## config.mk

```make
export PLATFORM = sky130hd
export DESIGN_NAME = misra_gries_frequent_items_flat
export DESIGN_NICKNAME = d
export VERILOG_FILES = /design/src/rtl/mgfi_pkg.sv /design/src/rtl/mgfi_req_if.sv /design/src/rtl/mgfi_rsp_if.sv /design/src/rtl/mgfi_ctrl.sv /design/src/rtl/mgfi_datapath.sv /design/src/rtl/misra_gries_frequent_items.sv /design/src/flat_wrapper.sv
export SDC_FILE = /design/constraint.sdc
export NUM_CORES = 2
export LEC_CHECK = 0
export BUFFER_PORTS_ARGS = -buffer_cell sky130_fd_sc_hd__buf_2
export CORE_MARGIN = 2
export CORE_UTILIZATION = 50
export DETAILED_ROUTE_END_ITERATION = 8
export PLACE_DENSITY = 0.74
export SLEW_MARGIN = 0
export SYNTH_ARGS = -nofsm -noshare
export SYNTH_HDL_FRONTEND = slang
export SYNTH_SLANG_ARGS = --single-unit
export TNS_END_PERCENT = 50
```

## constraint.sdc

```tcl
create_clock -name clock -period 5.2 [get_ports clock]
set_input_delay 1.04 -clock clock [delete_from_list [all_inputs] [get_ports clock]]
set_output_delay 1.04 -clock clock [all_outputs]
set_load 0.005 [all_outputs]
```

## src/rtl/mgfi_pkg.sv

```systemverilog
// package: shared types, constants and controller encodings for the frequent-items block
package mgfi_pkg;

   localparam int CFG_W       = 5;
   localparam int CSR_ADDR_W  = 3;
   localparam int CSR_DATA_W  = 32;
   localparam int CSR_INDEX_W = CSR_ADDR_W - 2;

   localparam logic [CFG_W-1:0]       CFG_COUNTERS_RESET = 5'd15;
   localparam logic [CSR_INDEX_W-1:0] REG_COUNTERS_IN_USE = 1'b0;

   typedef logic signed [31:0] key_type;
   typedef logic [31:0]        count_type;

   localparam count_type COUNT_MAX = 32'hFFFF_FFFF;
   localparam count_type COUNT_ONE = 32'd1;

   typedef enum logic [1:0] {
      ST_IDLE,
      ST_UPDATE,
      ST_READOUT
   } state_type;

   typedef struct packed {
      logic capture;
      logic update;
      logic idx_clear;
      logic load_out;
      logic idx_step;
      logic clear;
   } cmd_type;

   typedef struct packed {
      logic req_valid;
      logic item_last;
      logic out_free;
      logic idx_last;
   } status_type;

endpackage

```

## src/rtl/mgfi_req_if.sv

```systemverilog
// interface: input word channel carrying a key and the end-of-stream mark
interface mgfi_req_if;
   import mgfi_pkg::*;

   logic    valid;
   logic    ready;
   key_type item_key;
   logic    end_of_stream;

   modport source (output valid, output item_key, output end_of_stream, input ready);
   modport sink   (input valid, input item_key, input end_of_stream, output ready);
endinterface

```

## src/rtl/mgfi_rsp_if.sv

```systemverilog
// interface: result word channel carrying one slot of the candidate readout
interface mgfi_rsp_if;
   import mgfi_pkg::*;

   logic      valid;
   logic      ready;
   logic      slot_valid;
   key_type   candidate_key;
   count_type candidate_count;
   logic      run_last;

   modport source (output valid, output slot_valid, output candidate_key,
                   output candidate_count, output run_last, input ready);
   modport sink   (input valid, input slot_valid, input candidate_key,
                   input candidate_count, input run_last, output ready);
endinterface

```

## src/rtl/mgfi_ctrl.sv

```systemverilog
// controller: sequences capture, table update and slot readout
module mgfi_ctrl (
   input  logic                 clock,
   input  logic                 reset,
   input  mgfi_pkg::status_type status,
   output mgfi_pkg::cmd_type    cmd,
   output logic                 req_ready
);
   import mgfi_pkg::*;

   state_type state_ff;
   state_type state_in;

   always_ff @(posedge clock) begin
      if (reset) begin
         state_ff <= ST_IDLE;
      end else begin
         state_ff <= state_in;
      end
   end

   always_comb begin
      state_in = state_ff;
      unique case (state_ff)
         ST_IDLE: begin
            if (status.req_valid) state_in = ST_UPDATE;
         end
         ST_UPDATE: begin
            state_in = status.item_last ? ST_READOUT : ST_IDLE;
         end
         ST_READOUT: begin
            if (status.out_free && status.idx_last) state_in = ST_IDLE;
         end
         default: state_in = ST_IDLE;
      endcase
   end

   always_comb begin
      cmd       = '0;
      req_ready = 1'b0;
      unique case (state_ff)
         ST_IDLE: begin
            req_ready   = 1'b1;
            cmd.capture = status.req_valid;
         end
         ST_UPDATE: begin
            cmd.update    = 1'b1;
            cmd.idx_clear = 1'b1;
         end
         ST_READOUT: begin
            cmd.load_out = status.out_free;
            cmd.idx_step = status.out_free;
            cmd.clear    = status.out_free && status.idx_last;
         end
         default: begin
            cmd       = '0;
            req_ready = 1'b0;
         end
      endcase
   end

endmodule

```

## src/rtl/mgfi_datapath.sv

```systemverilog
// datapath: slot table, parallel match and decrement, readout index and output register
module mgfi_datapath #(
   parameter int TABLE_SLOTS = 16
) (
   input  logic                        clock,
   input  logic                        reset,
   input  mgfi_pkg::cmd_type           cmd,
   output mgfi_pkg::status_type        status,
   input  logic [mgfi_pkg::CFG_W-1:0]  cfg_counters,
   input  logic                        req_valid,
   input  mgfi_pkg::key_type           req_key,
   input  logic                        req_last,
   input  logic                        rsp_ready,
   output logic                        rsp_valid,
   output logic                        rsp_slot_valid,
   output mgfi_pkg::key_type           rsp_key,
   output mgfi_pkg::count_type         rsp_count,
   output logic                        rsp_run_last
);
   import mgfi_pkg::*;

   localparam int IDX_W = (TABLE_SLOTS > 1) ? $clog2(TABLE_SLOTS) : 1;
   localparam int CNT_W = $clog2(TABLE_SLOTS + 1);
   localparam int CMP_W = (CNT_W > CFG_W) ? CNT_W : CFG_W;

   key_type             key_ff;
   logic                last_ff;
   key_type             slot_key_ff   [TABLE_SLOTS];
   count_type           slot_count_ff [TABLE_SLOTS];
   logic [TABLE_SLOTS-1:0] slot_used_ff;
   logic [IDX_W-1:0]    idx_ff;
   logic                out_valid_ff;
   logic                out_slot_valid_ff;
   key_type             out_key_ff;
   count_type           out_count_ff;
   logic                out_last_ff;

   logic [CNT_W-1:0]       n_active;
   logic [CMP_W-1:0]       cfg_wide;
   logic [TABLE_SLOTS-1:0] active;
   logic [TABLE_SLOTS-1:0] hit_vec;
   logic [TABLE_SLOTS-1:0] free_vec;
   logic [TABLE_SLOTS-1:0] first_hit;
   logic [TABLE_SLOTS-1:0] first_free;
   logic                   any_hit;
   logic                   any_free;
   logic                   idx_last;
   logic                   out_free;

   // clamp the slot count to 1..TABLE_SLOTS
   always_comb begin
      cfg_wide = CMP_W'(cfg_counters);
      if (cfg_wide == '0) begin
         n_active = CNT_W'(1);
      end else if (cfg_wide > CMP_W'(TABLE_SLOTS)) begin
         n_active = CNT_W'(TABLE_SLOTS);
      end else begin
         n_active = CNT_W'(cfg_counters);
      end
   end

   always_comb begin
      for (int i = 0; i < TABLE_SLOTS; i++) begin
         active[i]   = CNT_W'(i) < n_active;
         hit_vec[i]  = slot_used_ff[i] && active[i] && (slot_key_ff[i] == key_ff);
         free_vec[i] = !slot_used_ff[i] && active[i];
      end
      first_hit  = hit_vec & (~hit_vec + TABLE_SLOTS'(1));
      first_free = free_vec & (~free_vec + TABLE_SLOTS'(1));
      any_hit    = |hit_vec;
      any_free   = |free_vec;
   end

   assign idx_last = CNT_W'(idx_ff) == (n_active - CNT_W'(1));
   assign out_free = !out_valid_ff || rsp_ready;

   always_ff @(posedge clock) begin
      if (cmd.capture) begin
         key_ff  <= req_key;
         last_ff <= req_last;
      end
   end

   always_ff @(posedge clock) begin
      if (reset) begin
         slot_used_ff <= '0;
         for (int i = 0; i < TABLE_SLOTS; i++) slot_count_ff[i] <= '0;
      end else if (cmd.clear) begin
         slot_used_ff <= '0;
         for (int i = 0; i < TABLE_SLOTS; i++) slot_count_ff[i] <= '0;
      end else if (cmd.update) begin
         for (int i = 0; i < TABLE_SLOTS; i++) begin
            if (any_hit) begin
               if (first_hit[i] && slot_count_ff[i] != COUNT_MAX) begin
                  slot_count_ff[i] <= slot_count_ff[i] + COUNT_ONE;
               end
            end else if (any_free) begin
               if (first_free[i]) begin
                  slot_key_ff[i]   <= key_ff;
                  slot_count_ff[i] <= COUNT_ONE;
                  slot_used_ff[i]  <= 1'b1;
               end
            end else if (slot_used_ff[i] && active[i]) begin
               // a used slot never holds zero, so one means it empties now
               slot_count_ff[i] <= slot_count_ff[i] - COUNT_ONE;
               if (slot_count_ff[i] == COUNT_ONE) slot_used_ff[i] <= 1'b0;
            end
         end
      end
   end

   always_ff @(posedge clock) begin
      if (reset) begin
         idx_ff <= '0;
      end else if (cmd.idx_clear) begin
         idx_ff <= '0;
      end else if (cmd.idx_step) begin
         idx_ff <= idx_ff + IDX_W'(1);
      end
   end

   always_ff @(posedge clock) begin
      if (reset) begin
         out_valid_ff <= 1'b0;
      end else if (cmd.load_out) begin
         out_valid_ff <= 1'b1;
      end else if (rsp_ready) begin
         out_valid_ff <= 1'b0;
      end
   end

   always_ff @(posedge clock) begin
      if (cmd.load_out) begin
         out_slot_valid_ff <= slot_used_ff[idx_ff];
         out_key_ff        <= slot_used_ff[idx_ff] ? slot_key_ff[idx_ff] : '0;
         out_count_ff      <= slot_used_ff[idx_ff] ? slot_count_ff[idx_ff] : '0;
         out_last_ff       <= idx_last;
      end
   end

   assign status.req_valid = req_valid;
   assign status.item_last = last_ff;
   assign status.out_free  = out_free;
   assign status.idx_last  = idx_last;

   assign rsp_valid      = out_valid_ff;
   assign rsp_slot_valid = out_slot_valid_ff;
   assign rsp_key        = out_key_ff;
   assign rsp_count      = out_count_ff;
   assign rsp_run_last   = out_last_ff;

endmodule

```

## src/rtl/misra_gries_frequent_items.sv

```systemverilog
// top level: frequent-item summary with register port, controller and datapath
//
// channel   direction  payload
// req_port  in         item_key, end_of_stream
// rsp_port  out        slot_valid, candidate_key, candidate_count, run_last
// csr_*     in/out     counters_in_use at byte address 0
//
// an item is handled in ST_IDLE, which captures the word, then in ST_UPDATE, which updates the slot table
// an end-of-stream item then reads out one word per active slot, one per cycle
// while the output register drains, then clears the table in the cycle of the last load
// rsp_ready low stalls the readout; no item is taken during the update or readout
// reset empties the table and sets counters_in_use to 15
module misra_gries_frequent_items #(
   parameter int TABLE_SLOTS = 16
) (
   input  logic                               clock,
   input  logic                               reset,
   mgfi_req_if.sink                           req_port,
   mgfi_rsp_if.source                         rsp_port,
   input  logic                               csr_psel,
   input  logic                               csr_penable,
   input  logic                               csr_pwrite,
   input  logic [mgfi_pkg::CSR_ADDR_W-1:0]    csr_paddr,
   input  logic [mgfi_pkg::CSR_DATA_W-1:0]    csr_pwdata,
   output logic [mgfi_pkg::CSR_DATA_W-1:0]    csr_prdata,
   output logic                               csr_pready
);
   import mgfi_pkg::*;

   logic [CFG_W-1:0]       counters_ff;
   logic [CSR_INDEX_W-1:0] csr_index;
   cmd_type                cmd;
   status_type             status;
   logic                   ready;

   assign csr_index  = csr_paddr[CSR_ADDR_W-1:2];
   assign csr_pready = 1'b1;

   always_ff @(posedge clock) begin
      if (reset) begin
         counters_ff <= CFG_COUNTERS_RESET;
      end else if (csr_psel && csr_penable && csr_pwrite
                   && csr_index == REG_COUNTERS_IN_USE) begin
         counters_ff <= csr_pwdata[CFG_W-1:0];
      end
   end

   always_comb begin
      csr_prdata = '0;
      if (csr_index == REG_COUNTERS_IN_USE) csr_prdata = CSR_DATA_W'(counters_ff);
   end

   mgfi_ctrl u_ctrl (
      .clock     (clock),
      .reset     (reset),
      .status    (status),
      .cmd       (cmd),
      .req_ready (ready)
   );

   assign req_port.ready = ready;

   mgfi_datapath #(
      .TABLE_SLOTS (TABLE_SLOTS)
   ) u_datapath (
      .clock          (clock),
      .reset          (reset),
      .cmd            (cmd),
      .status         (status),
      .cfg_counters   (counters_ff),
      .req_valid      (req_port.valid),
      .req_key        (req_port.item_key),
      .req_last       (req_port.end_of_stream),
      .rsp_ready      (rsp_port.ready),
      .rsp_valid      (rsp_port.valid),
      .rsp_slot_valid (rsp_port.slot_valid),
      .rsp_key        (rsp_port.candidate_key),
      .rsp_count      (rsp_port.candidate_count),
      .rsp_run_last   (rsp_port.run_last)
   );

endmodule

```

## src/flat_wrapper.sv

```systemverilog
// flat-port wrapper written by rule: the top's interface ports become plain ports
module misra_gries_frequent_items_flat import mgfi_pkg::*;
#(
   parameter int TABLE_SLOTS = 16
)
  (clock, reset, csr_psel, csr_penable, csr_pwrite, csr_paddr, csr_pwdata, csr_prdata, csr_pready, req_port_valid, req_port_item_key, req_port_end_of_stream, req_port_ready, rsp_port_valid, rsp_port_slot_valid, rsp_port_candidate_key, rsp_port_candidate_count, rsp_port_run_last, rsp_port_ready);
  mgfi_req_if req_port_i ();
  mgfi_rsp_if rsp_port_i ();
  input  logic clock;
  input  logic reset;
  input  logic csr_psel;
  input  logic csr_penable;
  input  logic csr_pwrite;
  input  logic [mgfi_pkg::CSR_ADDR_W-1:0] csr_paddr;
  input  logic [mgfi_pkg::CSR_DATA_W-1:0] csr_pwdata;
  output logic [mgfi_pkg::CSR_DATA_W-1:0] csr_prdata;
  output logic csr_pready;
  input wire logic [$bits(req_port_i.valid)-1:0] req_port_valid;
  input wire logic [$bits(req_port_i.item_key)-1:0] req_port_item_key;
  input wire logic [$bits(req_port_i.end_of_stream)-1:0] req_port_end_of_stream;
  output wire logic [$bits(req_port_i.ready)-1:0] req_port_ready;
  output wire logic [$bits(rsp_port_i.valid)-1:0] rsp_port_valid;
  output wire logic [$bits(rsp_port_i.slot_valid)-1:0] rsp_port_slot_valid;
  output wire logic [$bits(rsp_port_i.candidate_key)-1:0] rsp_port_candidate_key;
  output wire logic [$bits(rsp_port_i.candidate_count)-1:0] rsp_port_candidate_count;
  output wire logic [$bits(rsp_port_i.run_last)-1:0] rsp_port_run_last;
  input wire logic [$bits(rsp_port_i.ready)-1:0] rsp_port_ready;
  assign req_port_i.valid = req_port_valid;
  assign req_port_i.item_key = req_port_item_key;
  assign req_port_i.end_of_stream = req_port_end_of_stream;
  assign req_port_ready = req_port_i.ready;
  assign rsp_port_valid = rsp_port_i.valid;
  assign rsp_port_slot_valid = rsp_port_i.slot_valid;
  assign rsp_port_candidate_key = rsp_port_i.candidate_key;
  assign rsp_port_candidate_count = rsp_port_i.candidate_count;
  assign rsp_port_run_last = rsp_port_i.run_last;
  assign rsp_port_i.ready = rsp_port_ready;
  misra_gries_frequent_items #(.TABLE_SLOTS(TABLE_SLOTS)) u_core (.clock(clock), .reset(reset), .req_port(req_port_i), .rsp_port(rsp_port_i), .csr_psel(csr_psel), .csr_penable(csr_penable), .csr_pwrite(csr_pwrite), .csr_paddr(csr_paddr), .csr_pwdata(csr_pwdata), .csr_prdata(csr_prdata), .csr_pready(csr_pready));
endmodule
```

==> flow_metrics.tcl <==
set metrics [dict create \
    required_ns 5.71 \
    dp_worst_setup_slack_ns 0.217 \
    initial_core_util 0.504 \
    synth_compound_area_frac 0.137 \
    crit_slowest_cell "edfxtp_1" \
    hold_viol 0 \
    layout-drive-gt1-share 0.152 \
    powerDensity_nw_per_um2 273 \
    ir_drop_uv 345 \
    post_drt_wl_per_cell_um 31.5 \
    synth_fa_ha_area_frac 0.00790 \
    coreArea_um2 154000 \
    antenna_found_initial 22 \
    vias_per_cell 7.23 \
    fillers 13000 \
    ys.flop_type "edfxtp_1" \
    arrival_ns 5.73 \
    cts_setup_buffers 0 \
    gp_congestion 1.05 \
    root_buffer "clkbuf_16" \
    design_area_um2 85600 \
    fin_ws_ns -0.0241 \
    clkTransAtPathRegs_ns 0.06 \
    mostFrequentLayoutCell "edfxtp_1" \
    p_comb_frac 0.089 \
    critPathCaptureType "flop" \
    die_w_um 398 \
    status "complete, but fails checks" \
    dp_hpwl_um 217000 \
    drtIter0Drc 11500 \
    power_mw 23.3 \
    grt_pass1_vias 61700 \
    numCtsBuffers 139 \
    seqPwrFrac 0.479 \
    via_count 68100 \
    grt_pass1_wl_um 427000 \
    synth_edf_count 1123 \
    rsz0062_at_grt "false" \
    period_needed_ns 5.22 \
    path_common_cell "buf_4" \
    synth_xor_xnor_area_share 0.0674 \
    cp-start-kind "flop" \
    drt-total-wl_um 297000 \
    synthMuxAreaShare 0.106 \
    violations "negative setup slack" \
    final_cell_mix "edfxtp_1 (1,123), nand2_1 (509), nor2_1 (444)" \
    die_y_um 398 \
    netlist_area_um2 77600 \
    r2r_slack_ns -0.02 \
    p_leak_nw 27.5 \
    synth_cell_types 106 \
    p_sw_mw 6.35 \
    ios 176 \
    die_area_um2 158000 \
    port_buffers 118 \
    finalSetupViolCount 1 \
    clock_latency_ns 0.83 \
    overflow 0 \
    p_int_mw 17.0 \
    max_slew.worst_pin.slew_ns 1.27 \
    grt_start_max_net_pins 107 \
    max_stage_delay_ns 0.94 \
    fin_nets 7382 \
    grtUsageTotal 0.365 \
    synth_top_family_by_area "simple AND/OR/NAND/NOR gates" \
    syn2layout_area_growth_pct 10.3 \
    hold_path.class "primary input to flop" \
    antenna_left 0 \
    critical_path.max_fanout 20 \
    cts_htree_levels 4 \
    yosysWarnings 0 \
    clock-sinks 1151 \
    timing.final.crit_share 1.00 \
    num_rows 144 \
    drv_slew 0 \
    placed_area_um2 80900 \
    fmax_mhz 191 \
    fin_skew_ns 0.0852 \
    synth_seq_cells 1151 \
    drt-pass1-iter-count 9 \
    switching_share 0.272 \
    drc 0 \
    synth-simple-area-share 0.193 \
    cts_buffer_depth 3 \
    syn_inst 7291 \
    cts_tree "done" \
    yosysSeqAreaShare 0.442 \
    ys_async_sr_fraction 0 \
    avgSynthCellArea_um2 10.6 \
    relSlewSlack 0.156 \
    maxCapViolCount 0 \
    crit_chain "buf_4, xnor2_1, nand4_1, nor4_1, nand3_1, and4_1, and3b_1, buf_12, nand2_1, buf_4, buf_4, a2bb2oi_1, o221ai_1" \
    clock_power_share 0.433 \
    critPathKind "flop to flop" \
]
[state kept, by name (all words and copies together) (netlist names), 2 cells and up]
register	flops
u_core.u_datapath.slot_used_ff	16
u_core.u_datapath.idx_ff	4
u_core.u_datapath.slot_count_ff	512
u_core.u_datapath.slot_key_ff	512
u_core.counters_ff	5
u_core.u_datapath.rsp_count	32
u_core.u_datapath.key_ff	32
u_core.u_ctrl.state_ff	2
u_core.u_datapath.rsp_key	32
[critical path: cells and delay by family, from the launching register on]
family / cells / cell delay, ns
XOR/XNOR: 1 / 0.14
AO/OA/AOI/OAI: 2 / 0.32
flip-flops: 1 / 0.94
AND/OR/NAND/NOR: 6 / 2.26
buffers and inverters: 4 / 1.17
[area by class of cell]
class | count | area [um2] | share of cell area
inverters | 191 | 717 | 0.00837
diodes | 11 | 27.5 | 0.000322
multi-input cells | 5360 | 40100 | 0.468
clock inverters | 84 | 1090 | 0.0128
well taps | 2044 | 2560 | 0.0299
repair buffers | 415 | 3260 | 0.0381
flip-flops and latches | 1151 | 34300 | 0.401
clock buffers | 171 | 3600 | 0.0420
[logic make-up after synthesis]
family	count (synthesis)
simple gates	2804
compound gates	1470
flops	1151
buf+inv	807
xor+xnor	597
mux	411
fa+ha+maj	49
other cells	2
[repair_timing]
item                                    4_1_cts  5_1_grt
hold buffers                                  0        0
endpoints found under the setup margin        0       39
resized for setup                             0        3
endpoints found under the hold margin         0        0
[Yosys cell counts (93+ instances only)]
cell / n / share of area
o21ai_0: 142 / 0.0092
nor2_1: 453 / 0.022
nand2_1: 509 / 0.025
nand3_1: 293 / 0.019
mux4_2: 324 / 0.094
a221oi_1: 219 / 0.025
edfxtp_1: 1123 / 0.43
a21oi_1: 333 / 0.021
clkbuf_1: 374 / 0.018
or3_1: 119 / 0.0096
inv_1: 191 / 0.0092
nand4_1: 156 / 0.013
nor3_1: 290 / 0.019
a211oi_1: 93 / 0.0090
nor4_1: 288 / 0.023
xnor2_1: 198 / 0.022
and3_1: 178 / 0.014
xor2_1: 399 / 0.045
nor2b_1: 100 / 0.0081
[worst paths after layout]
path / startpoint / to / cells after the start
setup / recovery: u_core.u_datapath.key_ff[26]$_DFFE_PP_ / u_core.u_datapath.slot_count_ff[0][3]$_DFFE_PP_ / 13
hold / removal: req_port_item_key[31] / u_core.u_datapath.key_ff[31]$_DFFE_PP_ / 1
setup reg to reg: u_core.u_datapath.key_ff[26]$_DFFE_PP_ / u_core.u_datapath.slot_count_ff[0][3]$_DFFE_PP_ / 13
hold reg to reg: u_core.u_datapath.last_ff$_DFFE_PP_ / u_core.u_ctrl.state_ff[1]$_SDFFE_PP0P_ / 2
[stage by stage]
| stage | std cells | hold WS (ns) | util | setup TNS (ns) |
|---|---|---|---|---|
| 2_1_floorplan | 7317 | 0.448 | - | -6.99 |
| 3_3_place_gp | 9160 | 0.471 | 0.525 | 0 |
| 3_5_place_dp | 9160 | 0.498 | 0.525 | 0 |
| 4_1_cts | 9415 | 0.341 | 0.555 | 0 |
| 5_1_grt | 9420 | 0.360 | 0.556 | 0 |
| 6_report | 9427 | 0.381 | 0.556 | -0.0241 |
[per-layer routing]
layer  GRT usage  vias up  part of all wire
met2       0.520     5231              0.42
met1       0.496    33400              0.36
li1            -    28600                 -
met5           0        -           0.00073
met4       0.239       26             0.079
met3      0.0891      936              0.13
[power by group through the flow]
stage / Combinational [mW] / Clock (mW) / Sequential, mW
after detailed placement: 1.98 / 0 / 11.3
after global routing: 2.15 / 10.5 / 11.2
after floorplan: 1.43 / 0 / 10.9
final: 2.07 / 10.1 / 11.2
after CTS: 2.00 / 10.1 / 11.1
after global placement: 1.95 / 0 / 11.3
Note: power is estimated with default switching activity, not from simulation.
